$ cat config.mk
export PLATFORM = sky130hd
export DESIGN_NAME = tlws_csr
export DESIGN_NICKNAME = d
export VERILOG_FILES = /design/src/rtl/core/tlws_pkg.sv /design/src/rtl/core/tlws_csr.sv
export SDC_FILE = /design/constraint.sdc
export NUM_CORES = 1
export LEC_CHECK = 0
export ABC_AREA = 0
export BUFFER_PORTS_ARGS = -buffer_cell sky130_fd_sc_hd__clkbuf_2
export CAP_MARGIN = 20
export CORE_UTILIZATION = 29
export CTS_CLUSTER_SIZE = 14
export DETAILED_ROUTE_END_ITERATION = 7
export HOLD_SLACK_MARGIN = 0.12
export PLACE_DENSITY = 0.75
export RECOVER_POWER = 25
export SLEW_MARGIN = 20
export SYNTH_ARGS = -nofsm -noshare
export SYNTH_HDL_FRONTEND = slang
export SYNTH_SLANG_ARGS = --single-unit
$ cat constraint.sdc
create_clock -name clock -period 1.04 [get_ports clock]
set_input_delay 0.052 -clock clock [delete_from_list [all_inputs] [get_ports clock]]
set_output_delay 0.052 -clock clock [all_outputs]
set_load 0.01 [all_outputs]
$ cat src/rtl/core/tlws_pkg.sv
// shared constants, codes and types of the text line wrap scrollback block
// no dependencies; used by the top level, tlws_csr, tlws_ctrl and tlws_dp
package tlws_pkg;

   localparam int LINES_DEF      = 256;
   localparam int LINE_CHARS_DEF = 128;

   localparam logic [7:0] WIDTH_RESET = 8'd90;

   // item function codes
   localparam logic [1:0] FUNC_CHAR  = 2'd0;
   localparam logic [1:0] FUNC_EOT   = 2'd1;
   localparam logic [1:0] FUNC_CLEAR = 2'd2;
   localparam logic [1:0] FUNC_READ  = 2'd3;

   localparam logic [7:0] CHAR_TAB   = 8'd9;
   localparam logic [7:0] CHAR_NL    = 8'd10;
   localparam logic [7:0] CHAR_SPACE = 8'd32;
   localparam logic [7:0] CHAR_DEL   = 8'd127;

   localparam int TAB_STOP = 4;

   // register map
   localparam int   CSR_ADDR_W         = 3;
   localparam int   CSR_DATA_W         = 32;
   localparam logic CSR_IDX_LINE_WIDTH = 1'b0;

   typedef struct packed {
      logic [1:0] func;
      logic [7:0] char_code;
      logic [7:0] line_index;
      logic [6:0] column;
   } req_item_type;

   typedef struct packed {
      logic [7:0] read_char;
      logic [7:0] line_length;
      logic [8:0] lines_held;
      logic       line_pushed;
   } rsp_item_type;

   typedef struct packed {
      logic capture;
      logic put_char;
      logic tab_init;
      logic put_space;
      logic clear;
      logic commit_rd;
      logic commit_wr;
      logic read_map;
      logic read_row;
      logic read_data;
      logic load_out;
   } dp_cmd_type;

   typedef struct packed {
      logic [1:0] func;
      logic       is_nl;
      logic       is_tab;
      logic       printable;
      logic       idx_ok;
      logic       tab_more;
      logic       wrap;
      logic       out_busy;
   } dp_status_type;

endpackage

$ cat src/rtl/core/tlws_csr.sv
// apb-style register port holding line_width and giving its clamped working value
// depends on tlws_pkg
module tlws_csr #(
   parameter int LINE_CHARS = tlws_pkg::LINE_CHARS_DEF
) (
   input  logic                              clock,
   input  logic                              reset,
   input  logic                              psel,
   input  logic                              penable,
   input  logic                              pwrite,
   input  logic [tlws_pkg::CSR_ADDR_W-1:0]   paddr,
   input  logic [tlws_pkg::CSR_DATA_W-1:0]   pwdata,
   output logic [tlws_pkg::CSR_DATA_W-1:0]   prdata,
   output logic                              pready,
   output logic [$clog2(LINE_CHARS+1)-1:0]   width
);
   localparam int CCW = $clog2(LINE_CHARS + 1);

   logic [7:0] width_ff;
   logic [7:0] width_in;
   logic       hit;
   logic [8:0] lw9;
   logic [8:0] w9;

   assign pready = 1'b1;
   assign hit    = (paddr[tlws_pkg::CSR_ADDR_W-1:2] == tlws_pkg::CSR_IDX_LINE_WIDTH);

   always_comb begin
      width_in = width_ff;
      if (psel && penable && pwrite && hit) begin
         width_in = pwdata[7:0];
      end
   end

   always_ff @(posedge clock) begin
      if (reset) begin
         width_ff <= tlws_pkg::WIDTH_RESET;
      end else begin
         width_ff <= width_in;
      end
   end

   assign prdata = hit ? tlws_pkg::CSR_DATA_W'(width_ff) : '0;

   // zero acts as one column, anything past the row size as the row size
   assign lw9 = 9'(width_ff);
   always_comb begin
      if (lw9 == 9'd0) begin
         w9 = 9'd1;
      end else if (lw9 > 9'(LINE_CHARS)) begin
         w9 = 9'(LINE_CHARS);
      end else begin
         w9 = lw9;
      end
   end
   assign width = CCW'(w9);

endmodule

# Word level (Yosys, flattened, before mapping)
# Index checks and enable logic that the tools add are counted.
[word_totals]
word_cells = 10
out_inout_bits = 41
regBits = 8
[classes]
bitwise_logic = 1
reduce_logical = 4
n_lt_le_gt_ge = 1
muxes = 3
[op_table]
columns = ["cell", "count"]
rows = [
  ["2-to-1 mux 8 bit", 3],
  ["logical NOT 9 bit", 1],
  ["greater-than comparator 8 bit, second input constant", 1],
  ["logical AND 1 bit", 3],
  ["inverter 1 bit", 1],
]

# Depth between registers and ports, before layout
# Gate-level depths: netlist of run 1.
[logic_depth]
ltp_word = 3
depth_mapped = 3

# Least setup slack after synthesis of run 1
# No wires, ideal clock.
[synth_timing]
kind = "register to output"
from = "reg width_ff[4]"
to = "out width[0]"
n_path_buf = 0
stages_incl_launch_ff = 3
t_arrival_ns = 1.131
t_required_ns = 0.988
setup_slack_ns = -0.143
cell_sequence = "dfxtp_1 > or4_4 > o41ai_2"
[synth_via]
elab_chain_cells = 3
word_cells_on_any_way = 4
[synth_rtl]
columns = ["item", "line", "text"]
rows = [
  ["start, declared", "tlws_csr.sv:19", "logic [7:0] width_ff;"],
  ["start signal, assigned", "tlws_csr.sv:37", "width_ff <= tlws_pkg::WIDTH_RESET;"],
  ["start signal, assigned", "tlws_csr.sv:39", "width_ff <= width_in;"],
  ["greater-than comparator 8 bit", "tlws_csr.sv:50", "end else if (lw9 > 9'(LINE_CHARS)) begin"],
  ["2-to-1 mux 8 bit", "tlws_csr.sv:50", ""],
  ["2-to-1 mux 8 bit *", "tlws_csr.sv:48", "if (lw9 == 9'd0) begin"],
  ["end, declared", "tlws_csr.sv:15", "output logic [$clog2(LINE_CHARS+1)-1:0] width"],
]
# Every way passes the cells marked *; elsewhere a longest branch is shown, timed or not.

# Worst setup path in the final report of run 1
# Same ends and word-level chain as after synthesis.

==> flow_metrics.py, run 1 <==
metrics = {
    "drt": {
        "ant_nets": 0,
        "drt-total-wl_um": 1339,
        "drt-vias-per-instance": 3.882,
        "drc": 0,
        "drt_iter0_drc": 9,
        "wire_per_inst_um": 8.809,
        "via_count": 590,
        "dr.pass1.iters": 6,
    },
    "layout": {
        "fin_util_pct": 43.92,
        "multiInputGateArea_um2": 416.7,
        "top_regs": "width_ff (8)",
        "fillCellCount": 213,
        "mostFrequentLayoutCells": "conb_1 (25), clkbuf_2 (18), buf_2 (11)",
        "n_antenna_cell": 0,
        "layout.nets": 166,
        "largest-register": "width_ff",
        "final-seq-area_um2": 171.4,
        "layout-drive-gt1-share_pct": 43.55,
        "syn_to_final_growth_pct": 44.01,
        "final_common_cell": "conb_1",
        "fin_cells": 152,
        "largest_register_ffs": 8,
    },
    "pwr": {
        "switchingPower_uw": 220.0,
        "p_clk_share_pct": 31.8,
        "p_comb_share_pct": 26.1,
        "p_int_uw": 537.6,
        "switching_share_pct": 29.04,
        "vdd_drop_max_mv": 0.2367,
        "power.total_uw": 757.6,
        "p_seq_share_pct": 42.1,
        "p_leak_nw": 0.4715,
        "power.density_nw_per_um2": 787.4,
    },
    "synth": {
        "synth_top_cell_by_area": "buf_4",
        "yosysTopAreaCellShare_pct": 29.21,
        "synthCells": 81,
        "yosysUniqueCellTypes": 12,
        "syn_avg_cell_area_um2": 8.249,
        "seq_area_frac_synth_pct": 23.97,
        "ys_warn_count": 0,
        "ys_seq_elements": 8,
        "yosys-top-cells-area": "buf_4 (29%), dfxtp_1 (24%), nor2b_1 (12%)",
        "synthesis.area_um2": 668.1,
    },
    "critical_path": {
        "cp_slowest_cell": "or4_4",
        "arrival_ns": 1.52,
        "path_cells": "or4_4 > o41ai_4 > buf_2",
        "worst-path-max-fanout": 2,
        "crit_family": "simple AND/OR/NAND/NOR gates",
        "crit_cells": 3,
        "rr_worst_depth": 4,
        "path_class": "register to output port",
        "max_stage_delay_ns": 0.54,
        "crit_buf_inv": 1,
        "worstPathRequired_ns": 0.99,
        "worst_setup_path_start_kind": "register",
        "setup.worst_path.end_class": "output port",
    },
    "clock_network": {
        "cts_sinks": 8,
        "clk_pin_slew_worst_paths_ns": 0.05,
        "cts_tree": "yes",
        "cts-root-buf": "clkbuf_4",
        "cts_made_buffers": 3,
        "clock_insertion_delay_worst_skew_ns": 0.26,
        "cts_max_level": 1,
        "clockBufferDepth": 2,
    },
    "placement": {
        "port_buffers": 29,
        "place_hpwl_um": 981.5,
        "gp_congestion": 0.7265,
        "dp_cells": 140,
    },
    "timing": {
        "finalClockSkew_ns": 0,
        "setup_slack_ns": -0.5272,
        "holdWs_ns": 0.2205,
        "post-route-period-util_pct": 150.7,
        "drv_slew": 0,
        "setup_tns_ns": -0.7107,
        "setup_violations": 4,
        "rsz0062_at_grt": "yes",
        "max_freq_mhz": 638.1,
        "fin_crit_ns": 1.567,
        "hold_viol_final": 0,
    },
    "die": {
        "io_pins": 81,
        "die_x_um": 50,
        "die_area_um2": 2500,
        "core_region_area_um2": 2191,
        "start_util_pct": 30.50,
        "die_y_um": 50,
        "placementRows": 17,
    },
    "min_path": {
        "holdPathStages": 3,
        "holdCritPathClass": "input pin to register",
    },
    "global_routing": {
        "grt_util_all_layers_pct": 10.26,
        "grt_max_degree": 17,
        "antenna_found_initial": 0,
        "grt_pass1_wl_um": 1842,
        "grt_overflow_total": 0,
        "grt_pass1_vias": 448,
    },
    "outcome": {
        "status": "complete, but fails checks",
        "violations": "setup timing",
    },
    "run": {
        "max-cap-violations": 0,
    },
}
## path summary, 6_finish.rpt
kind	startpoint	end	slack, ns
worst min register to register	width_ff[0]	width_ff[0]	0.49
worst max register to register	width_ff[4]	width_ff[4]	0.21
worst max-delay path	width_ff[4]	width[0]	-0.53
worst min-delay path	reset	width_ff[3]	0.22
## layout make-up
class                           instances  share of cell area [%]
Timing Repair Buffer                   46                   32.90
Sequential cell                         8                   17.82
Multi-Input combinational cell         67                   43.30
Clock buffer                            3                   2.341
Tap cell                               28                   3.641
## worst register-to-register path, stage by stage (launching register included)
cell and delay [ns]:
dfxtp_2 0.32, buf_4 0.13, buf_6 0.11, nor2_1 0.09, mux2i_1 0.07
## kinds of logic (layout without fill, tap and decap cells)
| family | after synthesis | in the layout | synth area share [%] |
|---|---|---|---|
| simple gates | 33 | 33 | 29.59 |
| buf+inv | 29 | 49 | 30.90 |
| mux | 8 | 8 | 11.99 |
| flops | 8 | 8 | 23.97 |
| other cells | 2 | 25 | 1.124 |
| compound gates | 1 | 1 | 2.435 |
## power by group through the flow
stage	sequential, mW	combinational [mW]	clock (mW)
floorplan	0.325	0.167	0
global placement	0.326	0.163	0
detailed placement	0.326	0.164	0
global route	0.320	0.216	0.272
finish	0.319	0.198	0.241
CTS	0.318	0.189	0.250
## stage by stage
stage          setup WS (ns)  instance area [um^2]
2_1_floorplan        -0.1106                 765.7
6_report             -0.5272                 962.2
4_1_cts              -0.5440                 927.1
3_3_place_gp         -0.2274                 812.0
3_5_place_dp         -0.2630                 812.0
5_1_grt              -0.5902                 962.2
## metal layers
metal	global-route usage (%)	share of wire, %
met5	0	0
met4	7.143	2.2
met3	2.778	5.8
met2	17.11	53
met1	11.05	39
## repair_timing
item | in CTS | in global routing
setup buffers | 0 | 2
endpoints found under the hold margin | 8 | 0
hold buffers | 8 | 0
gates resized for setup | 5 | 21
endpoints found under the setup margin | 9 | 14
## cells in the mapped netlist (all sizes together)
cell,count
and4b,1
buf,26
clkbuf,3
conb,2
dfxtp,8
mux2i,8
nand2b,9
nor2,8
nor2b,14
o41ai,1
or4,1
No activity file was read; power rests on OpenSTA's default activity.
==> run 2, diff against run 1 <==
--- a/config.mk
+++ b/config.mk
@@ -8,7 +8,8 @@
 export ABC_AREA = 0
 export BUFFER_PORTS_ARGS = -buffer_cell sky130_fd_sc_hd__clkbuf_2
 export CAP_MARGIN = 20
-export CORE_UTILIZATION = 29
+export CORE_ASPECT_RATIO = 0.8
+export CORE_UTILIZATION = 30
 export CTS_CLUSTER_SIZE = 14
 export DETAILED_ROUTE_END_ITERATION = 7
 export HOLD_SLACK_MARGIN = 0.12
==> constraint.sdc (replaced) <==
create_clock -name clock -period 1.71 [get_ports clock]
set_input_delay 0.0855 -clock clock [delete_from_list [all_inputs] [get_ports clock]]
set_output_delay 0.0855 -clock clock [all_outputs]
set_load 0.01 [all_outputs]
==> run 2 against run 1 <==
  * Register-to-register slack better by 0.67 ns
  * Critical path depth stayed put
  * Sequential power is 39% lower
  * Routed wire length is 7.7% lower
  * Cell area is 14% lower
  * The run now ends clean
  * Global-route usage is 0.12 points higher
  * Largest cell class unchanged
  * Final cell count is 8.6% lower
  * Die area is 3.2% lower
==> flow_metrics.py, run 2 (same netlist as run 1, synthesis figures left out) <==
metrics = {
    "timing": {
        "fin_crit_ns": 1.590,
        "drv_slew": 0,
        "setup_slack_ns": 0.1201,
        "finalClockSkew_ns": 0,
        "setup_tns_ns": 0,
        "holdWs_ns": 0.2607,
        "post-route-period-util_pct": 92.98,
        "max_freq_mhz": 629.0,
        "rsz0062_at_grt": "no",
        "hold_viol_final": 0,
        "setup_violations": 0,
    },
    "critical_path": {
        "path_cells": "or4_4 > o41ai_2 > clkbuf_2",
        "arrival_ns": 1.50,
        "max_stage_delay_ns": 0.53,
        "worst-path-max-fanout": 4,
        "worst_setup_path_start_kind": "register",
        "cp_slowest_cell": "or4_4",
        "path_class": "register to output port",
        "worstPathRequired_ns": 1.62,
        "setup.worst_path.end_class": "output port",
    },
    "pwr": {
        "vdd_drop_max_mv": 0.2166,
        "p_int_uw": 315.7,
        "p_clk_share_pct": 32.5,
        "switching_share_pct": 28.54,
        "power.density_nw_per_um2": 535.8,
        "switchingPower_uw": 126.1,
        "p_comb_share_pct": 23.1,
        "power.total_uw": 441.8,
        "p_seq_share_pct": 44.4,
        "p_leak_nw": 0.4066,
    },
    "die": {
        "die_y_um": 44.21,
        "placementRows": 14,
        "die_area_um2": 2421,
        "core_region_area_um2": 1979,
        "io_pins": 81,
        "start_util_pct": 33.75,
        "die_x_um": 54.76,
    },
    "layout": {
        "top_regs": "width_ff (8)",
        "fin_area_um2": 824.5,
        "largest-register": "width_ff",
        "final_common_cell": "clkbuf_2",
        "layout-drive-gt1-share_pct": 29.57,
        "layout.nets": 157,
        "mostFrequentLayoutCells": "clkbuf_2 (28), conb_1 (25), nor2b_1 (13)",
        "largest_register_ffs": 8,
        "fin_util_pct": 41.66,
        "n_antenna_cell": 0,
        "fillCellCount": 202,
        "syn_to_final_growth_pct": 23.41,
        "fin_cells": 139,
    },
    "placement": {
        "gp_congestion": 0.6761,
        "place_hpwl_um": 963.6,
        "place_area_um2": 723.2,
        "dp_slack_ns": 0.3805,
        "dp_cells": 128,
        "port_buffers": 29,
    },
    "global_routing": {
        "grt_max_degree": 17,
        "top_usage_layer": "met2",
        "met3_usage_pct": 3.093,
        "grt_overflow_total": 0,
        "antenna_found_initial": 0,
        "grt_pass1_vias": 420,
        "grt_use_met2_pct": 18.31,
        "grt_use_met1_pct": 10.56,
        "grt_util_all_layers_pct": 10.38,
        "grt_pass1_wl_um": 1738,
    },
    "drt": {
        "drc": 0,
        "via_count": 556,
        "ant_nets": 0,
        "drt_iter0_drc": 5,
        "drt-total-wl_um": 1236,
        "dr.pass1.iters": 3,
        "drt-vias-per-instance": 4.000,
        "wire_per_inst_um": 8.892,
    },
    "min_path": {
        "holdCritPathClass": "input pin to register",
    },
    "clock_network": {
        "clock_insertion_delay_worst_skew_ns": 0.25,
        "cts_sinks": 8,
        "cts_made_buffers": 3,
        "clockBufferDepth": 2,
        "cts_tree": "yes",
        "clk_pin_slew_worst_paths_ns": 0.05,
        "cts_setup_buffers": 0,
        "cts-root-buf": "clkbuf_4",
        "cts_max_level": 1,
    },
    "run": {
        "max-cap-violations": 0,
    },
    "outcome": {
        "status": "complete, no violations",
    },
}
## run 2: cell count changes in the layout (fill, tap and decap cells not counted), sizes merged
cell / previous run / this run
buf: 20 / 0
clkbuf: 21 / 32
## run 2: final cells by class
cell class	count	area, um^2	share of cell area (%)
Clock buffer	3	22.52	2.731
Multi-Input combinational cell	67	387.9	47.04
Sequential cell	8	160.2	19.42
Tap cell	24	30.03	3.642
Timing Repair Buffer	37	224.0	27.16
## run 2: worst paths after layout
path,end,cells after the start,start,slack (ns)
worst max-delay path,width[0],3,width_ff[4],0.12
worst min-delay path,width_ff[4],3,reset,0.26
worst max register to register,width_ff[7],2,width_ff[7],0.88
worst min register to register,width_ff[0],2,width_ff[0],0.49
## run 2: layer usage
layer  up-vias  share of wire, %  wire length, um
met4         0                 0                0
met3         0               8.7              108
met1       252                40              496
li1        274                 -                -
met5         -                 0                0
met2        30                51              631
## run 2: critical path: cells and delay by family, from the launching register on
family	cells	cell delay (ns)
buf+inv	1	0.18
compound gates	1	0.21
simple gates	1	0.53
flops	1	0.33
## run 2: timing repair
item / in CTS / in global routing
gates resized for setup: 0 / 0
hold buffers: 8 / 0
endpoints found under the hold margin: 8 / 0
## run 2: power groups by stage
stage / logic [mW] / clock network, mW / registers [mW]
after floorplan: 0.101 / 0 / 0.197
after global placement: 0.0866 / 0 / 0.199
after detailed placement: 0.0884 / 0 / 0.200
after CTS: 0.103 / 0.149 / 0.196
after global routing: 0.115 / 0.158 / 0.197
final: 0.102 / 0.143 / 0.196
