`config.mk`:
```
export PLATFORM = sky130hd
export DESIGN_NAME = tlws_ctrl
export DESIGN_NICKNAME = d
export VERILOG_FILES = /design/src/rtl/core/tlws_pkg.sv /design/src/rtl/core/tlws_ctrl.sv
export SDC_FILE = /design/constraint.sdc
export NUM_CORES = 1
export LEC_CHECK = 0
export BUFFER_PORTS_ARGS = -buffer_cell sky130_fd_sc_hd__buf_2
export CELL_PAD_IN_SITES_DETAIL_PLACEMENT = 1
export CELL_PAD_IN_SITES_GLOBAL_PLACEMENT = 2
export CORE_AREA = 10 10 62 64
export DETAILED_ROUTE_END_ITERATION = 8
export DIE_AREA = 0 0 72 74
export PLACE_DENSITY_LB_ADDON = 0.1
export REMOVE_ABC_BUFFERS = 1
export SLEW_MARGIN = 0
export SYNTH_ARGS = -nofsm -noshare
export SYNTH_HDL_FRONTEND = slang
export SYNTH_SLANG_ARGS = --single-unit
```
`constraint.sdc`:
```
create_clock -name clock -period 6.9 [get_ports clock]
set_input_delay 1.035 -clock clock [delete_from_list [all_inputs] [get_ports clock]]
set_output_delay 1.035 -clock clock [all_outputs]
set_load 0.005 [all_outputs]
```
`src/rtl/core/tlws_pkg.sv`:
```
// shared constants, codes and types of the text line wrap scrollback block
// no dependencies; used by the top level, tlws_csr, tlws_ctrl and tlws_dp
package tlws_pkg;

   localparam int LINES_DEF      = 256;
   localparam int LINE_CHARS_DEF = 128;

   localparam logic [7:0] WIDTH_RESET = 8'd90;

   // item function codes
   localparam logic [1:0] FUNC_CHAR  = 2'd0;
   localparam logic [1:0] FUNC_EOT   = 2'd1;
   localparam logic [1:0] FUNC_CLEAR = 2'd2;
   localparam logic [1:0] FUNC_READ  = 2'd3;

   localparam logic [7:0] CHAR_TAB   = 8'd9;
   localparam logic [7:0] CHAR_NL    = 8'd10;
   localparam logic [7:0] CHAR_SPACE = 8'd32;
   localparam logic [7:0] CHAR_DEL   = 8'd127;

   localparam int TAB_STOP = 4;

   // register map
   localparam int   CSR_ADDR_W         = 3;
   localparam int   CSR_DATA_W         = 32;
   localparam logic CSR_IDX_LINE_WIDTH = 1'b0;

   typedef struct packed {
      logic [1:0] func;
      logic [7:0] char_code;
      logic [7:0] line_index;
      logic [6:0] column;
   } req_item_type;

   typedef struct packed {
      logic [7:0] read_char;
      logic [7:0] line_length;
      logic [8:0] lines_held;
      logic       line_pushed;
   } rsp_item_type;

   typedef struct packed {
      logic capture;
      logic put_char;
      logic tab_init;
      logic put_space;
      logic clear;
      logic commit_rd;
      logic commit_wr;
      logic read_map;
      logic read_row;
      logic read_data;
      logic load_out;
   } dp_cmd_type;

   typedef struct packed {
      logic [1:0] func;
      logic       is_nl;
      logic       is_tab;
      logic       printable;
      logic       idx_ok;
      logic       tab_more;
      logic       wrap;
      logic       out_busy;
   } dp_status_type;

endpackage

```
`src/rtl/core/tlws_ctrl.sv`:
```
// sequencer of the scrollback block: steps one item through decode, tab fill,
// line commit or stored read, then hands the result beat to the output register
// depends on tlws_pkg
module tlws_ctrl (
   input  logic                    clock,
   input  logic                    reset,
   input  logic                    req_valid,
   output logic                    req_ready,
   input  tlws_pkg::dp_status_type status,
   output tlws_pkg::dp_cmd_type    cmd
);
   typedef enum logic [9:0] {
      ST_IDLE   = 10'b0000000001,
      ST_DECODE = 10'b0000000010,
      ST_TAB    = 10'b0000000100,
      ST_CHECK  = 10'b0000001000,
      ST_COMMIT = 10'b0000010000,
      ST_SWAP   = 10'b0000100000,
      ST_RMAP   = 10'b0001000000,
      ST_RROW   = 10'b0010000000,
      ST_RDATA  = 10'b0100000000,
      ST_DONE   = 10'b1000000000
   } state_type;

   state_type state_ff;
   state_type state_in;

   assign req_ready = (state_ff == ST_IDLE);

   always_comb begin
      cmd      = '0;
      state_in = state_ff;
      case (state_ff)
         ST_IDLE: begin
            if (req_valid) begin
               cmd.capture = 1'b1;
               state_in    = ST_DECODE;
            end
         end
         ST_DECODE: begin
            case (status.func)
               tlws_pkg::FUNC_CHAR: begin
                  if (status.is_nl) begin
                     state_in = ST_COMMIT;
                  end else if (status.is_tab) begin
                     cmd.tab_init = 1'b1;
                     state_in     = ST_TAB;
                  end else begin
                     cmd.put_char = status.printable;
                     state_in     = ST_CHECK;
                  end
               end
               tlws_pkg::FUNC_EOT: begin
                  state_in = ST_COMMIT;
               end
               tlws_pkg::FUNC_CLEAR: begin
                  cmd.clear = 1'b1;
                  state_in  = ST_DONE;
               end
               tlws_pkg::FUNC_READ: begin
                  state_in = status.idx_ok ? ST_RMAP : ST_DONE;
               end
               default: begin
                  state_in = ST_DONE;
               end
            endcase
         end
         ST_TAB: begin
            // one space per cycle until the tab stop or the line edge
            if (status.tab_more) begin
               cmd.put_space = 1'b1;
            end else begin
               state_in = ST_CHECK;
            end
         end
         ST_CHECK: begin
            state_in = status.wrap ? ST_COMMIT : ST_DONE;
         end
         ST_COMMIT: begin
            cmd.commit_rd = 1'b1;
            state_in      = ST_SWAP;
         end
         ST_SWAP: begin
            cmd.commit_wr = 1'b1;
            state_in      = ST_DONE;
         end
         ST_RMAP: begin
            cmd.read_map = 1'b1;
            state_in     = ST_RROW;
         end
         ST_RROW: begin
            cmd.read_row = 1'b1;
            state_in     = ST_RDATA;
         end
         ST_RDATA: begin
            cmd.read_data = 1'b1;
            state_in      = ST_DONE;
         end
         ST_DONE: begin
            if (!status.out_busy) begin
               cmd.load_out = 1'b1;
               state_in     = ST_IDLE;
            end
         end
         default: begin
            state_in = ST_IDLE;
         end
      endcase
   end

   always_ff @(posedge clock) begin
      if (reset) begin
         state_ff <= ST_IDLE;
      end else begin
         state_ff <= state_in;
      end
   end

endmodule

```
After elaboration in Yosys (flattened, before gate mapping)
Cells that the tools add are included.

storage, ports and cells
  bits in registers = 10
  input port bits = 12
  output and inout port bits = 12
  word-level logic and storage cells = 47

cells by class
  equality and inequality tests = 16
  muxes and demuxes = 27
  reduce and logical (&&, ||, !) cells = 3

operator list
  cell                                                              count
  10-bit case mux with 9 select lines                               1
  10-bit 2-to-1 mux                                                 5
  10-bit case mux with 4 select lines                               1
  1-bit 2-to-1 mux                                                  15
  10-bit by 1-bit == test with 1-bit output, second input constant  1
  10-bit == test, second input constant                             1
  10-bit by 2-bit == test with 1-bit output, second input constant  1
  10-bit by 3-bit == test with 1-bit output, second input constant  1
  10-bit by 4-bit == test with 1-bit output, second input constant  1
  10-bit by 5-bit == test with 1-bit output, second input constant  1
  10-bit by 6-bit == test with 1-bit output, second input constant  1
  10-bit by 7-bit == test with 1-bit output, second input constant  1
  10-bit by 8-bit == test with 1-bit output, second input constant  1
  10-bit by 9-bit == test with 1-bit output, second input constant  1
  2-bit 2-to-1 mux                                                  3
  2-bit != test, second input constant                              3
  5-bit 2-to-1 mux                                                  1
  2-bit == test, second input constant                              2
  4-bit 2-to-1 mux                                                  1
  3-bit AND reduction                                               1
  2-bit by 1-bit == test with 1-bit output, second input constant   1
  2-bit logical NOT                                                 1
  2-bit OR reduction                                                1

Logic depth before layout (Yosys ltp)
Gate-level depths: netlist (run 1).

  depth after elaboration = 4
  depth in mapped cells = 6
  mapped depth without buffers = 5

Worst setup path after synthesis (run 1)
No wires, ideal clock.

  kind = register to output
  from = register state_ff[4]
  to = output port cmd[9] in the netlist's numbering
  arrival time = 2.002 ns
  data required time = 5.865 ns
  slack = 3.863 ns
  stages on the path, launching flop included = 6
  buffers on the path = 1
  path through = dfxtp_1 > buf_6 > or4_1 > or3_4 > or4_4 > nor3b_1

RTL lines
  item                    RTL line          text
  from (decl)             tlws_ctrl.sv:25   state_type state_ff;
  from (signal assigned)  tlws_ctrl.sv:115  state_ff <= state_in;
  to (decl)               tlws_ctrl.sv:10   output tlws_pkg::dp_cmd_type cmd

==> impl_results.md, run 1 <==
* Clock power frac at just under 30%
* Core area at about 0.0027 mm²
* Most frequent cells in the layout: buf_2 (23), dfxtp_1 (10), nor2_1 (9), nor3_1 (5), inv_1 (5)
* Post-Synth XOR/XNOR Area at 3.74%
* HPWL Detailed at 1.86 mm
* Reg-to-reg critical path startpoint: state_ff[2]
* CP Launch Type: flip-flop
* Async S/R FF share, synth at 0%
* # Post-CTS Setup Buffers at 0
* RR Endpoint: state_ff[3]
* Synth cell types at 37
* Crit end category: output port
* Yosys warnings at 0
* Max transition margin at between 60% and 70%
* Pin count of the biggest net entering global routing at 9
* PostCTS Resize Cnt at 0
* Die H at approximately 74 µm
* Hold path endpoint: state_ff[7]
* WL final at around 2.3 mm
* Largest regs: state_ff (10)
* Global-route wire length before repair at 3.95 mm
* Syn Inst Count at between 80 and 90
* Avg Cell Area, Syn at 7.98 µm²
* CP required at 5.86 ns
* Combinational Power Share at about a quarter
* Biggest register: state_ff
* RSZ-0062 raised after global routing: false
* Switching Fraction at a little under a third
* Synth Area in Simple Gates at 50.8%
* PortBufs at 23
* Sequential fraction of the synthesis area at roughly 29%
* Synthesized flop and latch total at 10
* Vias in the first global route at 810
* All-Layer GR Usage at a little under a tenth
* Main combinational cell family by area after synthesis: simple AND/OR/NAND/NOR gates
* Post-synth design cell area at 702 µm²
* Leakage at between 0.0004 and 0.0005 µW
* Worst-path clk slew at ~0.07 ns
* Area Overhead vs Synth at 22.1%
* Die Wd at between 70 and 80 µm
* Diodes inserted at 0
* Ys flop type: dfxtp_1
* Antenna violations before repair at 0
* Sequential share of power at 45.3%
* Compound-Gate Fraction of Synth Area at 11.2%
* DRC at 0
* Detail Route Antenna Nets at 0
* R2r worst-path depth at 5
* Min-delay worst type: flip-flop to flip-flop
* Tcrit/Tclk final at about half
* First drt pass iteration count at 3
* CTS Root Cell: clkbuf_4
* Clock Skew at roughly 0.0078 ns
* Multiplexer share of the synthesized area at 0%
* Share of cells above drive strength 1 at between 30% and 40%
* P_int at 97.2 µW
* DRT iter0 DRCs at 40
* Synth Area in Adders at 0%
* Commonest non-fill, non-tap cell in the layout: buf_2
* Setup violators final at 0
* Setup crit start: state_ff[2]
* Num CTS Buffers at 3
* WL per Instance at around 16 µm
* WP data arrival at 2.43 ns
* Initial cell density of the core at a little over a quarter
* Hold Startpoint: state_ff[6]
* Via/cell ratio at 5.19
* Number of cell rows at 19
* Hold-critical path depth at 2
* Slew Viols, Final at 0
* Total congestion overflow at 0
* Number of synthesized flops with an enable pin at 0
* CTS tree: done
* Longest Clk Path Bufs at 2
* DR vias at 737
* Setup CP Type: flip-flop to output port
* RePlAce Congestion at between 0.7 and 0.8
* I/O pins at 24
* Slew @ Worst Pin at between 0.5 and 0.6 ns
* Status: completed
* Max-Cap Viols at 0
* Die Area at 0.00533 mm²
* Reg-to-reg setup timing slack at ~4.7 ns
* Worst-Skew Late Latency at roughly 0.27 ns
* Max Clk Rate at about 290 MHz
* Tot Pwr at between 100 and 150 µW
* Placed Area at 835 µm²
* Max reg flops at 10
* Nets at 125
* Cts hold-fix bufs at 0
* Htree depth at 1
* Setup TNS at 0 ns
* Tmin final at around 3.5 ns
* Clk sink count at 10
* Final Hold Viols at 0
* Post-Layout Inst Area at ~860 µm²
* Sw power at around 44 µW
* Peak supply drop at between 0.00005 and 0.00006 V
* Critical path peak fanout at 7
* PD cells at approximately 160 mW/mm²
worst max-delay path, stage by stage (launching register included):
cell     delay (ns)
dfxtp_1        0.37
or4_1          0.55
or3_4          0.38
or4_4          0.54
nor3b_1        0.19
buf_2          0.14
area by class of cell:
class	instances	area, µm²
tap	31	38.8
fill	345	1810
multi-input combinational	70	462
clock buffer	3	22.5
timing repair buffer	23	115
sequential	10	200
inverter	5	18.8
routing by layer:
| metal | wire length [µm] | GRT usage [%] |
|---|---|---|
| met1 | 1140 | 11.7 |
| met2 | 995 | 14.2 |
| met3 | 81 | 1.60 |
| met4 | 57 | 5.16 |
| met5 | 0 | 0 |
worst max path at each step:
stage               endpoint  cells past startpoint
finish                cmd[9]                      5
global route          cmd[9]                      5
CTS                   cmd[9]                      5
detailed placement    cmd[9]                      5
global placement      cmd[9]                      5
floorplan             cmd[9]                      3
cell families (layout without fill, tap and decap cells):
| group | after synthesis | after routing |
|---|---|---|
| DFF | 10 | 10 |
| buffers and inverters | 8 | 31 |
| AOI/OAI and AO/OA | 11 | 11 |
| xor gates and xnor gates | 3 | 3 |
| and+or+nand+nor | 56 | 56 |
metrics by stage:
stage / utilization [%] / hold slack (ns) / instances / setup WS [ns]
6_report: 32.2 / 0.597 / 142 / 3.44
5_1_grt: 32.2 / 0.648 / 142 / 3.27
4_1_cts: 32.2 / 0.612 / 142 / 3.42
3_5_place_dp: 31.3 / 0.601 / 139 / 3.64
3_3_place_gp: 31.3 / 0.590 / 139 / 3.65
2_1_floorplan: - / 0.503 / 85 / 3.87
synth_stat cells, types with 2 or more instances:
cell | n | share of area (%)
nor4_1 | 3 | 2.7
and4_1 | 2 | 2.5
nand2_1 | 4 | 2.1
and2b_2 | 3 | 3.7
nand4_1 | 3 | 2.7
nor3_1 | 5 | 3.6
and2_1 | 2 | 1.8
inv_1 | 5 | 2.7
a21oi_1 | 4 | 2.9
nor4b_1 | 3 | 3.7
nor3b_1 | 4 | 4.3
xnor2_1 | 2 | 2.5
o21ai_0 | 2 | 1.4
and2b_1 | 2 | 2.1
nor2_1 | 9 | 4.8
nand3_1 | 2 | 1.4
dfxtp_1 | 10 | 29
clkbuf_2 | 2 | 1.4
and3_1 | 2 | 1.8
nand2b_1 | 2 | 1.8
power by group through the flow:
stage	Combinational (µW)	Clock [µW]	Sequential, µW
floorplan	24.0	0	64.0
global placement	36.8	0	65.2
detailed placement	37.0	0	65.3
CTS	37.3	42.1	64.0
global route	42.9	44.7	64.3
finish	36.4	40.9	64.0
(Power assumes the default switching activity.)
==> run 2: changes to the inputs <==
--- a/config.mk
+++ b/config.mk
@@ -8,9 +8,9 @@
 export BUFFER_PORTS_ARGS = -buffer_cell sky130_fd_sc_hd__buf_2
 export CELL_PAD_IN_SITES_DETAIL_PLACEMENT = 1
 export CELL_PAD_IN_SITES_GLOBAL_PLACEMENT = 2
-export CORE_AREA = 10 10 62 64
+export CORE_AREA = 10 10 66 68
 export DETAILED_ROUTE_END_ITERATION = 8
-export DIE_AREA = 0 0 72 74
+export DIE_AREA = 0 0 76 78
 export PLACE_DENSITY_LB_ADDON = 0.1
 export REMOVE_ABC_BUFFERS = 1
 export SLEW_MARGIN = 0
==> constraint.sdc (replaced) <==
create_clock -name clock -period 2.9 [get_ports clock]
set_input_delay 0.435 -clock clock [delete_from_list [all_inputs] [get_ports clock]]
set_output_delay 0.435 -clock clock [all_outputs]
set_load 0.005 [all_outputs]
==> run 2 against run 1 <==
  * First-iteration DRC count down 45%
  * Cell area up 5.5%
  * Wire length up 7.6%
  * Clock power rose to 3.2 times the previous value
  * Cell count up 11%
==> impl_results.md, run 2 (synthesized netlist as in run 1, its figures left out) <==
* Status: completed
* Number of cell rows at 21
* First drt pass iteration count at 2
* Critical path's most frequent cell: or4_4
* P_int at 259 µW
* RSZ-0062 raised after global routing: false
* Detail Route Antenna Nets at 0
* RePlAce Congestion at about 0.8
* Htree depth at 1
* Max-Cap Viols at 0
* Post-Place Cells at about 150
* Cts hold-fix bufs at 0
* PortBufs at 23
* Most frequent cells in the layout: buf_2 (23), nor2_1 (9), dfxtp_1 (7), nor3_1 (5), inv_1 (5)
* Final Hold Viols at 0
* Nets at 125
* Vias in the first global route at 782
* Largest regs: state_ff (10)
* Longest Clk Path Bufs at 2
* Initial cell density of the core at ~22%
* DR vias at about 740
* CP required at between 2 and 2.5 ns
* Delay-heaviest family, CP: simple AND/OR/NAND/NOR gates
* Commonest non-fill, non-tap cell in the layout: buf_2
* Die H at 78 µm
* Area Overhead vs Synth at 28.9%
* Core area at about 0.0032 mm²
* Final setup margin at approximately 0.15 ns
* Antenna violations before repair at 0
* WL per Instance at between 15 and 20 µm
* Crit-path cells: or4_4 > or3_4 > or4_4 > nor3b_2 > buf_2
* Diodes inserted at 0
* Min-delay worst type: input pin to flip-flop
* Setup TNS at 0 ns
* Die Area at 0.00593 mm²
* Max reg flops at 10
* Non-Filler Instances at 158
* Slowest CP cell: or4_4
* Clock Skew at approximately 0.0015 ns
* Buf/Inv on CP at 1
* Via/cell ratio at approximately 4.7
* Global-route wire length before repair at about 4 mm
* CP Launch Type: flip-flop
* PD cells at a little over 400 mW/mm²
* Crit end category: output port
* CP max stage delay at 0.54 ns
* Switching Fraction at 30.5%
* Worst-path clk slew at about 0.07 ns
* Sw power at 114 µW
* Pre-CTS WS at ~0.28 ns
* DRC at 0
* Leakage at 0.000416 µW
* Sequential share of power at approximately two fifths
* Combinational Power Share at between 20% and 30%
* Slew Viols, Final at 0
* Max Clk Rate at between 300 and 400 MHz
* Pin count of the biggest net entering global routing at 9
* HPWL Detailed at between 2 and 2.5 mm
* Clk sink count at 10
* Setup CP Type: flip-flop to output port
* DRT iter0 DRCs at 22
* Slew @ Worst Pin at roughly 0.58 ns
* Die Wd at between 70 and 80 µm
* Setup violators final at 0
* # Post-CTS Setup Buffers at 0
* Tcrit/Tclk final at 94.9%
* Max transition margin at between 60% and 70%
* Critical path peak fanout at 7
* Worst-Skew Late Latency at between 0.2 and 0.3 ns
* CTS Root Cell: clkbuf_4
* WL final at ~2.4 mm
* Clock power frac at 35.2%
* Biggest register: state_ff
* Num CTS Buffers at 3
* CTS tree: done
* Share of cells above drive strength 1 at 37.5%
* Tmin final at roughly 2.8 ns
* WP data arrival at about 2.3 ns
* I/O pins at 24
* Total congestion overflow at 0
* All-Layer GR Usage at between 8 and 9%
* Peak supply drop at between 0.00007 and 0.00008 V
## run 2: final timing paths
kind | start | endpoint | slack, ns | cells after the start
min reg2reg | state_ff[6] | state_ff[7] | 0.60 | 2
max | state_ff[2] | cmd[9] | 0.15 | 5
min | reset | state_ff[2] | 0.37 | 2
max reg2reg | state_ff[2] | state_ff[7] | 0.76 | 5
## run 2: final cells by class
cell class	instances	area, µm²
Clock buffer	4	36.3
Fill cell	403	2270
Inverter	5	18.8
Multi-Input combinational cell	70	470
Sequential cell	10	206
Tap cell	46	57.6
Timing Repair Buffer	23	115
## run 2: stage by stage
step / power [µW] / cell area, µm² / utilization [%] / hold WS (ns)
floorplan: 209 / 681 / - / 0.503
global placement: 246 / 853 / 26.8 / 0.586
detailed placement: 246 / 853 / 26.8 / 0.585
CTS: 380 / 895 / 28.1 / 0.374
global route: 399 / 905 / 28.5 / 0.364
finish: 373 / 905 / 28.5 / 0.372
## run 2: layer usage
metal	track usage (%)	share of wire [%]	vias to the layer above
li1	-	-	369
met1	9.90	47	350
met2	13.0	47	18
met3	1.38	3.1	5
met4	5.68	2.1	0
met5	0	0	-
## run 2: timing repair
item,CTS,global route
pin swaps,0,1
resized for setup,2,4
setup endpoints to repair,1,1
## run 2: power groups by stage
stage	combinational, µW	sequential (µW)	clock [µW]
3_3_place_gp	90.1	156	0
5_1_grt	100	153	146
4_1_cts	90.5	153	136
2_1_floorplan	57.1	152	0
3_5_place_dp	89.9	156	0
6_report	89.3	152	131
==> run 3: changes to the inputs <==
--- a/config.mk
+++ b/config.mk
@@ -13,6 +13,7 @@
 export DIE_AREA = 0 0 76 78
 export PLACE_DENSITY_LB_ADDON = 0.1
 export REMOVE_ABC_BUFFERS = 1
+export SETUP_SLACK_MARGIN = 0.5
 export SLEW_MARGIN = 0
 export SYNTH_ARGS = -nofsm -noshare
 export SYNTH_HDL_FRONTEND = slang
==> run 3 against run 2 <==
  * Clock skew is 0.0015 ns higher
  * Die area stayed put
  * Global-route usage is 0.52 points higher
  * Combinational power is 15% higher
  * Wire length is 4.7% higher
  * First-iteration DRC count is 50% higher
  * Maximum frequency is 2.3% higher
  * Cell area is 15% higher
  * Critical path depth stayed put
  * Non-clock buffer count is 11 higher
  * Register-to-register slack worse by 0.30 ns
  * Critical path type unchanged
  * Critical endpoint unchanged
  * Largest cell class unchanged
==> impl_results.md, run 3 (synthesized netlist as in run 1, its figures left out) <==
* Die Wd at 76 µm
* PortBufs at 23
* CTS tree: done
* WHS at 0.367 ns
* Tmin final at 2.69 ns
* Vias in the first global route at approximately 860
* Core area at 0.00318 mm²
* Max transition margin at roughly three fifths
* Commonest non-fill, non-tap cell in the layout: buf_2
* Via/cell ratio at between 4 and 5
* Slew Viols, Final at 0
* Nets at between 100 and 150
* All-Layer GR Usage at about 8.7%
* Longest Clk Path Bufs at 2
* DR vias at a little under 800
* HPWL Detailed at around 2 mm
* Setup TNS at 0 ns
* Biggest register: state_ff
* Largest regs: state_ff (10)
* Critical path peak fanout at 3
* Area Overhead vs Synth at 48.0%
* Htree depth at 1
* Setup violators final at 0
* Clock Skew at approximately 0.0030 ns
* Clk sink count at 10
* Pin count of the biggest net entering global routing at 9
* Max-Cap Viols at 0
* Initial cell density of the core at roughly 22%
* WL final at ~2.6 mm
* CP Launch Type: flip-flop
* First drt pass iteration count at 4
* I/O pins at 24
* Min-delay worst type: input pin to flip-flop
* RePlAce Congestion at 0.806
* Status: completed
* CP required at between 2 and 2.5 ns
* Die H at 78 µm
* Worst-Skew Late Latency at ~0.28 ns
* Setup CP Type: flip-flop to output port
* Final Hold Viols at 0
* DRT iter0 DRCs at 33
* Num CTS Buffers at 3
* Worst-path clk slew at 0.07 ns
* Diodes inserted at 0
* Max reg flops at 10
* Max Clk Rate at 372 MHz
* Most frequent cells in the layout: buf_2 (23), nor2_1 (8), dfxtp_1 (7), buf_4 (6)
* CTS Root Cell: clkbuf_4
* Antenna violations before repair at 0
* Total congestion overflow at 0
* RSZ-0062 raised after global routing: true
* Detail Route Antenna Nets at 0
* Peak supply drop at roughly 0.000082 V
* PD cells at roughly 370 mW/mm²
* WL per Instance at between 15 and 20 µm
* DRC at 0
* Slew @ Worst Pin at between 0.5 and 0.6 ns
* Die Area at slightly below 0.006 mm²
* Number of cell rows at 21
* Leakage at 0.000477 µW
* Global-route wire length before repair at 4.20 mm
* WP data arrival at roughly 2.3 ns
* Cts hold-fix bufs at 0
* Crit end category: output port
* Share of cells above drive strength 1 at between 40% and 50%
* Tcrit/Tclk final at 92.8%
-- run 3: cell types whose count changed in the layout (fill, tap and decap cells not counted), sizes merged --
| cell | before | now |
|---|---|---|
| buf | 23 | 34 |
-- run 3: layer usage --
layer / vias up / routed length, µm / track usage [%]
li1: 393 / - / -
met1: 359 / 1160 / 9.96
met2: 20 / 1260 / 14.8
met3: 5 / 69 / 1.38
met4: 0 / 65 / 5.68
met5: - / 0 / 0
-- run 3: area by class of cell --
cell class / count / area (µm²)
fillers: 399 / 2140
multi-input cells: 70 / 500
repair buffers: 34 / 216
flip-flops and latches: 10 / 209
well taps: 46 / 57.6
clock buffers: 4 / 36.3
inverters: 5 / 18.8
-- run 3: final timing paths --
| check | startpoint | cells past startpoint | slack, ns | to |
|---|---|---|---|---|
| max | state_ff[3] | 5 | 0.21 | cmd[9] |
| min | reset | 2 | 0.37 | state_ff[2] |
| max reg2reg | state_ff[3] | 12 | 0.46 | state_ff[2] |
| min reg2reg | state_ff[6] | 2 | 0.60 | state_ff[7] |
-- run 3: where the power goes --
group | total [µW] | switching (µW) | internal (µW)
combinational | 103 | 54.2 | 49.2
sequential | 151 | 9.64 | 141
clock | 134 | 57.7 | 76.5
-- run 3: stage by stage --
stage / utilization (%) / std cells / area (µm²) / setup WS [ns] / power (µW)
3_3_place_gp: 26.8 / 154 / 853 / 0.340 / 246
5_1_grt: 32.7 / 169 / 1040 / 0.156 / 415
4_1_cts: 31.2 / 168 / 992 / 0.161 / 384
2_1_floorplan: - / 85 / 681 / 0.477 / 209
6_report: 32.7 / 169 / 1040 / 0.209 / 388
3_5_place_dp: 26.8 / 154 / 853 / 0.282 / 246
-- run 3: critical path: stages (launching register included) --
cell	delay, ns
dfxtp_4	0.35
or4_4	0.53
or3_4	0.37
or4_4	0.43
nor3b_2	0.16
buf_2	0.13
-- run 3: repair_timing --
item	in CTS	in global routing
pin swaps	6	3
gates resized for setup	9	9
gates cloned	0	0
setup endpoints to repair	5	7
setup buffers	10	1
